File: config.mk
export PLATFORM = sky130hd
export DESIGN_NAME = hold_modify_pixel_decoder_unit
export DESIGN_NICKNAME = d
export VERILOG_FILES = /design/src/design/hmpd_pkg.sv /design/src/design/hmpd_palette.sv /design/src/design/hmpd_pixel.sv /design/src/design/hold_modify_pixel_decoder_unit.sv
export SDC_FILE = /design/constraint.sdc
export NUM_CORES = 1
export LEC_CHECK = 0
export ABC_AREA = 0
export BUFFER_PORTS_ARGS = -buffer_cell sky130_fd_sc_hd__buf_4
export CAP_MARGIN = 20
export CORE_MARGIN = 2
export CORE_UTILIZATION = 51
export DETAILED_ROUTE_END_ITERATION = 8
export MAX_ROUTING_LAYER = met4
export PLACE_DENSITY = 0.69
export SETUP_SLACK_MARGIN = 0.05
export SYNTH_ARGS = -nofsm -noshare
export SYNTH_HDL_FRONTEND = slang
export SYNTH_SLANG_ARGS = --single-unit
File: constraint.sdc
create_clock -name clk_i -period 7.05 [get_ports clk_i]
set_clock_uncertainty 0.2 [all_clocks]
set_input_delay 0 -clock clk_i [delete_from_list [all_inputs] [get_ports clk_i]]
set_output_delay 0 -clock clk_i [all_outputs]
set_load 0.02 [all_outputs]
File: src/design/hmpd_pkg.sv
// shared types and constants for the hold-and-modify pixel decoder
package hmpd_pkg;

  localparam int unsigned PixelsPerItem = 8;
  localparam int unsigned PixCntW       = $clog2(PixelsPerItem);
  localparam int unsigned TableDepth    = 16;
  localparam int unsigned IdxW          = $clog2(TableDepth);

  typedef enum logic {
    FuncWrite  = 1'b0,
    FuncDecode = 1'b1
  } func_e;

  typedef enum logic [1:0] {
    CtlLoad  = 2'd0,
    CtlBlue  = 2'd1,
    CtlRed   = 2'd2,
    CtlGreen = 2'd3
  } ctl_e;

  typedef struct packed {
    logic [7:0] red;
    logic [7:0] green;
    logic [7:0] blue;
  } rgb_t;

  typedef struct packed {
    logic [7:0] p0;
    logic [7:0] p1;
    logic [7:0] p2;
    logic [7:0] p3;
    logic [7:0] p4;
    logic [7:0] p5;
  } planes_t;

  // item held at the head of the block
  typedef struct packed {
    func_e         func;
    logic          frame_start;
    logic [IdxW-1:0] entry_index;
    rgb_t          entry;
    planes_t       planes;
  } item_t;

  // decode request from the head register to the pixel unit
  typedef struct packed {
    logic    valid;
    logic    frame_start;
    planes_t planes;
  } pix_req_t;

endpackage

File: src/design/hmpd_palette.sv
// 16-entry colour table, one write port and one read port
module hmpd_palette import hmpd_pkg::*; (
  input  logic            clk_i,
  input  logic            rst_ni,
  input  logic            wr_en_i,
  input  logic [IdxW-1:0] wr_idx_i,
  input  rgb_t            wr_data_i,
  input  logic [IdxW-1:0] rd_idx_i,
  output rgb_t            rd_data_o
);

  rgb_t table_q [TableDepth];

  always_ff @(posedge clk_i or negedge rst_ni) begin
    if (!rst_ni) begin
      for (int i = 0; i < TableDepth; i++) begin
        table_q[i] <= '0;
      end
    end else if (wr_en_i) begin
      table_q[wr_idx_i] <= wr_data_i;
    end
  end

  assign rd_data_o = table_q[rd_idx_i];

endmodule

File: src/design/hmpd_pixel.sv
// per-pixel hold-and-modify update, held colour and result register
module hmpd_pixel import hmpd_pkg::*; (
  input  logic            clk_i,
  input  logic            rst_ni,
  input  pix_req_t        req_i,
  output logic            done_o,
  output logic [IdxW-1:0] pal_idx_o,
  input  rgb_t            pal_data_i,
  output logic            out_valid_o,
  input  logic            out_ready_i,
  output rgb_t            out_rgb_o,
  output logic            out_last_o
);

  logic [PixCntW-1:0] pix_q;
  rgb_t               held_q, held_d;
  logic               out_valid_q;
  logic               last_q;
  logic [PixCntW-1:0] pos;
  logic [IdxW-1:0]    idx;
  ctl_e               ctl;
  logic [7:0]         level;
  rgb_t               base;
  logic               step;
  logic               at_last;

  // msb first: pixel k uses bit 7-k
  assign pos   = ~pix_q;
  assign idx   = {req_i.planes.p3[pos], req_i.planes.p2[pos],
                  req_i.planes.p1[pos], req_i.planes.p0[pos]};
  assign ctl   = ctl_e'({req_i.planes.p5[pos], req_i.planes.p4[pos]});
  assign level = {idx, 4'h0};
  assign pal_idx_o = idx;

  assign at_last = (pix_q == PixCntW'(PixelsPerItem - 1));
  assign step    = req_i.valid && (!out_valid_q || out_ready_i);
  assign done_o  = step && at_last;

  always_comb begin
    // frame start clears the held colour ahead of the first pixel
    base   = (req_i.frame_start && (pix_q == '0)) ? '0 : held_q;
    held_d = base;
    unique case (ctl)
      CtlLoad:  held_d = pal_data_i;
      CtlBlue:  held_d.blue = level;
      CtlRed:   held_d.red = level;
      CtlGreen: held_d.green = level;
      default:  held_d = base;
    endcase
  end

  always_ff @(posedge clk_i or negedge rst_ni) begin
    if (!rst_ni) begin
      pix_q       <= '0;
      held_q      <= '0;
      out_valid_q <= 1'b0;
      last_q      <= 1'b0;
    end else if (step) begin
      pix_q       <= pix_q + PixCntW'(1);
      held_q      <= held_d;
      out_valid_q <= 1'b1;
      last_q      <= at_last;
    end else if (out_ready_i) begin
      out_valid_q <= 1'b0;
    end
  end

  // the result register is the held colour itself
  assign out_valid_o = out_valid_q;
  assign out_rgb_o   = held_q;
  assign out_last_o  = last_q;

endmodule

File: src/design/hold_modify_pixel_decoder_unit.sv
// top level of the hold-and-modify pixel decoder
//
//   channel | direction | handshake                | payload
//   in      | input     | in_valid_i / in_ready_o   | func, frame_start, entry_*, plane_*
//   out     | output    | out_valid_o / out_ready_i | out_red/green/blue, last_pixel
//
// a table-write item is written into the colour table from the head register and gives no transfer.
// a decode item gives eight pixels: the pixel unit emits one pixel per cycle into the
// result register while the output is not stalled, and the item retires with its last pixel.
// the next item is taken into the head register in the cycle the current one retires.
// reset clears the held colour, the colour table and all valid flags.
// a stalled output holds the result register and stops the pixel counter.
module hold_modify_pixel_decoder_unit import hmpd_pkg::*; (
  input  logic       clk_i,
  input  logic       rst_ni,
  input  logic       in_valid_i,
  output logic       in_ready_o,
  input  logic       func_i,
  input  logic       frame_start_i,
  input  logic [3:0] entry_index_i,
  input  logic [7:0] entry_red_i,
  input  logic [7:0] entry_green_i,
  input  logic [7:0] entry_blue_i,
  input  logic [7:0] plane_zero_i,
  input  logic [7:0] plane_one_i,
  input  logic [7:0] plane_two_i,
  input  logic [7:0] plane_three_i,
  input  logic [7:0] plane_four_i,
  input  logic [7:0] plane_five_i,
  output logic       out_valid_o,
  input  logic       out_ready_i,
  output logic [7:0] out_red_o,
  output logic [7:0] out_green_o,
  output logic [7:0] out_blue_o,
  output logic       last_pixel_o
);

  item_t           item_q;
  logic            item_valid_q;
  logic            consume;
  logic            pal_we;
  logic            pix_done;
  logic [IdxW-1:0] pal_idx;
  rgb_t            pal_data;
  pix_req_t        pix_req;
  rgb_t            out_rgb;

  assign pal_we  = item_valid_q && (item_q.func == FuncWrite);
  assign consume = pal_we || pix_done;
  assign in_ready_o = !item_valid_q || consume;

  always_ff @(posedge clk_i or negedge rst_ni) begin
    if (!rst_ni) begin
      item_valid_q <= 1'b0;
    end else if (in_ready_o) begin
      item_valid_q <= in_valid_i;
    end
  end

  always_ff @(posedge clk_i) begin
    if (in_valid_i && in_ready_o) begin
      item_q.func         <= func_e'(func_i);
      item_q.frame_start  <= frame_start_i;
      item_q.entry_index  <= entry_index_i;
      item_q.entry        <= '{red: entry_red_i, green: entry_green_i, blue: entry_blue_i};
      item_q.planes       <= '{p0: plane_zero_i, p1: plane_one_i, p2: plane_two_i,
                               p3: plane_three_i, p4: plane_four_i, p5: plane_five_i};
    end
  end

  assign pix_req.valid       = item_valid_q && (item_q.func == FuncDecode);
  assign pix_req.frame_start = item_q.frame_start;
  assign pix_req.planes      = item_q.planes;

  hmpd_palette u_palette (
    .clk_i     (clk_i),
    .rst_ni    (rst_ni),
    .wr_en_i   (pal_we),
    .wr_idx_i  (item_q.entry_index),
    .wr_data_i (item_q.entry),
    .rd_idx_i  (pal_idx),
    .rd_data_o (pal_data)
  );

  hmpd_pixel u_pixel (
    .clk_i       (clk_i),
    .rst_ni      (rst_ni),
    .req_i       (pix_req),
    .done_o      (pix_done),
    .pal_idx_o   (pal_idx),
    .pal_data_i  (pal_data),
    .out_valid_o (out_valid_o),
    .out_ready_i (out_ready_i),
    .out_rgb_o   (out_rgb),
    .out_last_o  (last_pixel_o)
  );

  assign out_red_o   = out_rgb.red;
  assign out_green_o = out_rgb.green;
  assign out_blue_o  = out_rgb.blue;

  // an accepted item always lands in the head register
  a_accept_loads: assert property (@(posedge clk_i) disable iff (!rst_ni)
    in_valid_i && in_ready_o |=> item_valid_q)
    else $error("accepted item not held");

  // a result only appears after a decode item was at the head
  a_out_needs_item: assert property (@(posedge clk_i) disable iff (!rst_ni)
    $rose(out_valid_o) |-> $past(pix_req.valid))
    else $error("result without decode item");

  // retiring a decode item leaves its eighth pixel in the result register
  a_retire_last: assert property (@(posedge clk_i) disable iff (!rst_ni)
    pix_done |=> out_valid_o && last_pixel_o)
    else $error("decode item retired without last pixel");

  // table writes and pixel steps never retire in the same cycle
  a_one_retire: assert property (@(posedge clk_i) disable iff (!rst_ni)
    !(pal_we && pix_done))
    else $error("two items retired at once");

endmodule

# Yosys cells after proc, flatten, opt, wreduce, memory -nomap -nowiden
# Index checks and enable logic that the tools add are counted.
[classes] add_sub_neg=1 order_cmp=4 eq_ne=4 muxes=24 bitwise_logic=4 reduce_logical=21
[op_table] op="$bwmux 384" n=1
[op_table] op="$bmux 24 s4" n=1
[op_table] op="$demux 24 s4" n=1
[op_table] op="$mux 24" n=4
[op_table] op="$pmux 8 s2" n=3
[op_table] op="$bmux 1 s3" n=6
[op_table] op="$ge 5x5->1 const B" n=2
[op_table] op="$not 4->5" n=2
[op_table] op="$reduce_bool 3->1" n=3
[op_table] op="$mux 1" n=8
[op_table] op="$logic_and 1x1->1" n=7
[op_table] op="$reduce_and 2->1" n=3
[op_table] op="$lt 5x1->1 const B" n=1
[op_table] op="$eq 2x2->1 const B" n=2
[op_table] op="$lt 3x4->1 const B" n=1
[op_table] op="$add 3x1->3 const B" n=1
[op_table] op="$eq 3x3->1 const B" n=1
[op_table] op="$logic_not 3->1" n=1
[op_table] op="$logic_or 1x1->1" n=3
[op_table] op="$not 3->3" n=1
[op_table] op="$eq 2x1->1 const B" n=1
[op_table] op="$logic_not 1->1" n=2
[op_table] op="$logic_not 2->1" n=1
[op_table] op="$reduce_bool 2->1" n=1
[op_table] op="$not 1->1" n=1
[totals] register_bits=492 inputBits=82 elab_cells=125

# Logic depth before layout (Yosys ltp)
[depth] ltp_word=8 ltp_mapped=11 ltp_nobuf=8

# By module
# A second synthesis with hierarchy kept.
[hier_totals] cells_unflattened=1298 area_unflattened_um2=21430.6
[by_module_without_submodules] module="hmpd_palette" instances=1 cells_per_inst=1060 area_each_um2=17279.1 seq_area_each_um2=9609.2
[by_module_without_submodules] module="hold_modify_pixel_decoder_unit" instances=1 cells_per_inst=84 area_each_um2=2416.1 seq_area_each_um2=2367.3
[by_module_without_submodules] module="hmpd_pixel" instances=1 cells_per_inst=154 area_each_um2=1735.4 seq_area_each_um2=725.7

# Worst setup path after synthesis
# OpenSTA, ideal clock, no wires.
[synth_timing] path_type="register -> register" startpoint="register u_pixel.pix_q[0]" endpoint="register item_q[0] in the netlist's numbering (enable)" arrival_time_ns=4.249 slack_ns=2.077 path_stages_with_launch=5 n_path_buf=0 period_less_slack_ns=4.973 path_cell_list="dfrtp_1 > ha_1 > ha_1 > a21oi_1 > nor2b_1"
[synth_via] elab_chain_cells=5
[synth_lines] element="from (decl)" line_no="hmpd_pixel.sv:15" rtl="logic [PixCntW-1:0] pix_q;"
[synth_lines] element="from (signal assigned)" line_no="hmpd_pixel.sv:59" rtl="pix_q <= pix_q + PixCntW'(1);"
[synth_lines] element="$eq 3x3->1" line_no="hmpd_pixel.sv:35" rtl="assign at_last = (pix_q == PixCntW'(PixelsPerItem - 1));"
[synth_lines] element="via u_pixel.at_last" line_no="hmpd_pixel.sv:25" rtl="logic at_last;"
[synth_lines] element="$logic_and 1x1->1" line_no="hmpd_pixel.sv:37" rtl="assign done_o = step && at_last;"
[synth_lines] element="$logic_or 1x1->1" line_no="hold_modify_pixel_decoder_unit.sv:49" rtl="assign consume = pal_we || pix_done;"
[synth_lines] element="$logic_or 1x1->1" line_no="hold_modify_pixel_decoder_unit.sv:50" rtl="assign in_ready_o = !item_valid_q || consume;"
[synth_lines] element="$logic_and 1x1->1" line_no="hold_modify_pixel_decoder_unit.sv:61" rtl="if (in_valid_i && in_ready_o) begin"
[synth_lines] element="to (decl)" line_no="hold_modify_pixel_decoder_unit.sv:38" rtl="item_t item_q;"
# The timed path passes the listed nets, and every way through them passes these cells.
# A chain may end at the register's enable or synchronous reset.

# Final worst setup path
[layout_timing] startpoint="register u_pixel.pix_q[2]" endpoint="register u_pixel.held_q (netlist bit u_pixel.out_rgb_o[23])"
[layout_via] elab_chain_cells=8 word_cells_on_any_way=24 cone_classes="1 x eq/ne; 16 x mux; 2 x bitwise; 5 x reduce/logical"
[layout_lines] element="$not 3->3" line_no="hmpd_pixel.sv:28" rtl="assign pos = ~pix_q;"
[layout_lines] element="$bmux 1 s3, on equally long branches" line_no="hmpd_pixel.sv:30, hmpd_pixel.sv:29"
[layout_lines] element="$mux 1, on equally long branches" line_no="hmpd_pixel.sv:30, hmpd_pixel.sv:29"
[layout_lines] element="$not 4->5 (not written as such)" line_no="hmpd_palette.sv:24" rtl="assign rd_data_o = table_q[rd_idx_i];"
[layout_lines] element="$bmux 24 s4" line_no="hmpd_palette.sv:24"
[layout_lines] element="$mux 24 (not written as such) (2 in series)" line_no="hmpd_palette.sv:24"
[layout_lines] element="$pmux 8 s2" line_no="hmpd_pixel.sv:43" rtl="unique case (ctl)"
[layout_lines] element="to (signal assigned)" line_no="hmpd_pixel.sv:60" rtl="held_q <= held_d;"
[layout_lines] element="to (decl)" line_no="hmpd_pixel.sv:16" rtl="rgb_t held_q, held_d;"
# Several ways; a longest one is shown, not always the timed one. The select of a mux whose other input is x is not followed.

==> results.py <==
metrics = {
    "global_route": {
        "grt-ovfl-total": 0,
        "grt_usage_pct": 27.7,
        "grt_antenna_before_repair": 1,
        "grt_pass1_wl_mm": 91.1,
        "grt_max_degree": 80,
        "grt_pass1_vias": 15700,
    },
    "finish": {
        "register_area_sq_um": 12700,
        "num-fill-cells": 3156,
        "multiInputGateArea_sq_um": 8670,
        "area_growth_pct": 21.1,
        "layout.nets": 2082,
        "layout-drive-gt1-share_pct": 31.6,
        "stdcell_count": 2573,
        "fin_util_pct": 62.9,
    },
    "run_status": {
        "outcome": "completed",
    },
    "power": {
        "seqPwrFrac_pct": 39.3,
        "ir_drop_mv": 0.314,
        "power.switching_fraction_pct": 36.4,
        "power_frac_comb_pct": 36.0,
        "p_sw_mw": 3.91,
        "clockPowerShare_pct": 24.7,
        "internal-power_mw": 6.82,
        "total_leakage_power_nw": 11.6,
        "p_per_area_nw_per_um2": 405,
    },
    "drt": {
        "vias_per_cell": 5.96,
        "avgRoutedWirePerCell_microns": 22.8,
        "ant_nets": 0,
        "wl_mm": 58.6,
        "drt-initial-drc-count": 1347,
        "dr.pass1.iters": 5,
        "post-route-drc-count": 0,
        "routed-via-count": 15300,
    },
    "placed_design": {
        "dpl.hpwl_mm": 33.0,
        "gp_congestion": 0.854,
        "pre_cts_ws_ns": 2.79,
        "port_buffers": 108,
        "post-place-cells": 2315,
    },
    "logic_synthesis": {
        "synth_edf_count": 78,
        "syn-cell-area_sq_um": 21900,
        "yosys_warnings": 0,
        "synth_area_per_cell_sq_um": 12.4,
        "syn_nets": 1853,
        "synth_ff_type": "dfrtp_1",
        "async_flop_share_pct": 84.1,
        "yosysUniqueCellTypes": 55,
        "ys_seq_elements": 492,
        "synth.top_cells.by_count": "414 x dfrtp_1, 390 x mux2_2, 331 x nand2_1",
        "yosysTopAreaCell": "dfrtp_1",
        "ys_top_cells_by_area": "dfrtp_1 47%, mux2_2 20%, edfxtp_1 11%, nand2_1 5.7%, nand3_1 2.3%",
        "syn_inst": 1764,
        "synth_top_area_share_pct": 47.3,
        "synth_most_common_cell": "dfrtp_1",
        "synth_seq_area_share_pct": 58.0,
    },
    "setup_path": {
        "path_class": "reg2reg",
        "worstPathArrival_ns": 4.39,
        "end_kind": "register",
        "cp_max_fo": 72,
        "crit_path_start_kind": "register",
        "required_ns": 7.30,
    },
    "cts": {
        "h-tree-depth": 2,
        "cts_root_buf": "clkbuf_16",
        "clockBufferDepth": 3,
        "clock_sinks": 492,
        "cts_tree": "yes",
        "clk_pin_slew_worst_paths_ns": 0.06,
        "numCtsBuffers": 50,
        "cts_resized": 0,
        "post-cts-setup-buffers": 0,
        "clk_latency_ns": 0.61,
        "cts.hold.buffers_added": 163,
    },
    "floorplan": {
        "start_util_pct": 51.9,
        "dieHeight_microns": 211,
        "rows": 75,
        "die-width_microns": 211,
        "boundaryPins": 109,
        "core_area_sq_um": 42100,
        "dieArea_sq_um": 44600,
    },
    "sta": {
        "rsz0062_at_grt": "false",
        "setup_viol": 0,
        "period_share_pct": 58.7,
        "hold_viol_final": 0,
        "slew_violations": 0,
        "whs_ns": 0.0979,
        "max_freq_mhz": 242,
        "fin_crit_ns": 4.14,
        "setup_tns_ns": 0,
        "layout_setup_ws_ns": 2.91,
        "slew_headroom_pct": 22.5,
        "worst_slew_pin_slew_ns": 1.16,
    },
    "worst_hold_path": {
        "hold_path_class": "in2reg",
    },
    "job": {
        "maxCapViolations": 0,
    },
}
cell usage in the layout, fill, tap and decap left out, drive strengths merged, types with 6 or more instances in the layout:
master       count
nand3          102
mux4             8
nor3             8
clkinv          13
dlygate4sd3    162
clkbuf          75
a21oi           10
o41ai            6
mux2           392
mux2i           51
nor2b            9
nand2          331
nor2            11
ha               7
nand4           24
inv              8
o21ai           14
nor4             7
and3            39
and2             9
o22ai           22
buf            146
edfxtp          78
o2111ai         10
dfrtp          414
a31oi           21
a311oi          11
worst paths after layout:
| path | end | slack, ns | start | depth (start not counted) |
|---|---|---|---|---|
| hold reg to reg | u_pixel.out_rgb_o[17] | 0.29 | u_pixel.out_rgb_o[17] | 2 |
| max in group asynchronous | u_palette.table_q[30] | 4.90 | rst_ni | 4 |
| hold / removal | u_pixel.out_valid_o | 0.1 | out_ready_i | 4 |
| min in group asynchronous | u_palette.table_q[284] | 0.32 | rst_ni | 3 |
| setup / recovery | u_pixel.out_rgb_o[23] | 2.91 | u_pixel.pix_q[2] | 7 |
| setup reg to reg | u_pixel.out_rgb_o[23] | 2.91 | u_pixel.pix_q[2] | 7 |
flip-flops by register name, indices dropped and copies added, names as in the netlist:
register	flops
u_palette.table_q	384
item_valid_q	1
item_q	78
u_pixel.out_rgb_o	24
u_pixel.pix_q	3
u_pixel.out_valid_o	1
u_pixel.out_last_o	1
cell type report:
| cell class | count | area share, % |
|---|---|---|
| Sequential cell | 492 | 47.9 |
| Multi-Input combinational cell | 1135 | 32.7 |
| Timing Repair Buffer | 308 | 10.5 |
| Clock buffer | 75 | 5.65 |
| Tap cell | 539 | 2.54 |
| Clock inverter | 17 | 0.581 |
| Inverter | 6 | 0.0850 |
| Antenna cell | 1 | 0.00944 |
worst max-delay path, cell delays in order, from the launching register on:
cell,delay (ns)
dfrtp_1,0.88
mux4_2,0.42
mux2_4,0.84
buf_4,0.70
mux2i_1,0.26
o22ai_1,0.10
o41ai_1,0.39
nand3_1,0.12
power by group through the flow:
stage / sequential [mW] / clock [mW] / combinational [mW]
after floorplan: 4.08 / 0 / 2.75
after global placement: 4.21 / 0 / 3.66
after detailed placement: 4.25 / 0 / 3.73
after CTS: 4.21 / 2.69 / 3.81
after global routing: 4.30 / 2.81 / 4.20
final: 4.22 / 2.65 / 3.87
kinds of logic after synthesis:
logic type | count (synthesis) | share of synthesized area (%)
mux | 451 | 23.3
fa+ha+maj | 7 | 0.400
simple gates | 555 | 11.5
flops | 492 | 58.0
buf+inv | 137 | 2.77
compound gates | 121 | 3.96
xor+xnor | 1 | 0.0400
stage by stage:
step                power [mW]  area, sq um
floorplan                 6.83        21900
global placement          7.87        23100
detailed placement        7.98        23100
CTS                       10.7        26400
global route              11.3        26500
finish                    10.7        26500
routing by layer:
| metal | track usage [%] | part of all wire [%] | vias up |
|---|---|---|---|
| met3 | 4.85 | 6.0 | 123 |
| met2 | 43.6 | 48 | 500 |
| met1 | 36.5 | 43 | 7940 |
| met5 | - | 0 | - |
| li1 | - | - | 6769 |
| met4 | 9.30 | 3.1 | 0 |
(Power assumes the default switching activity.)
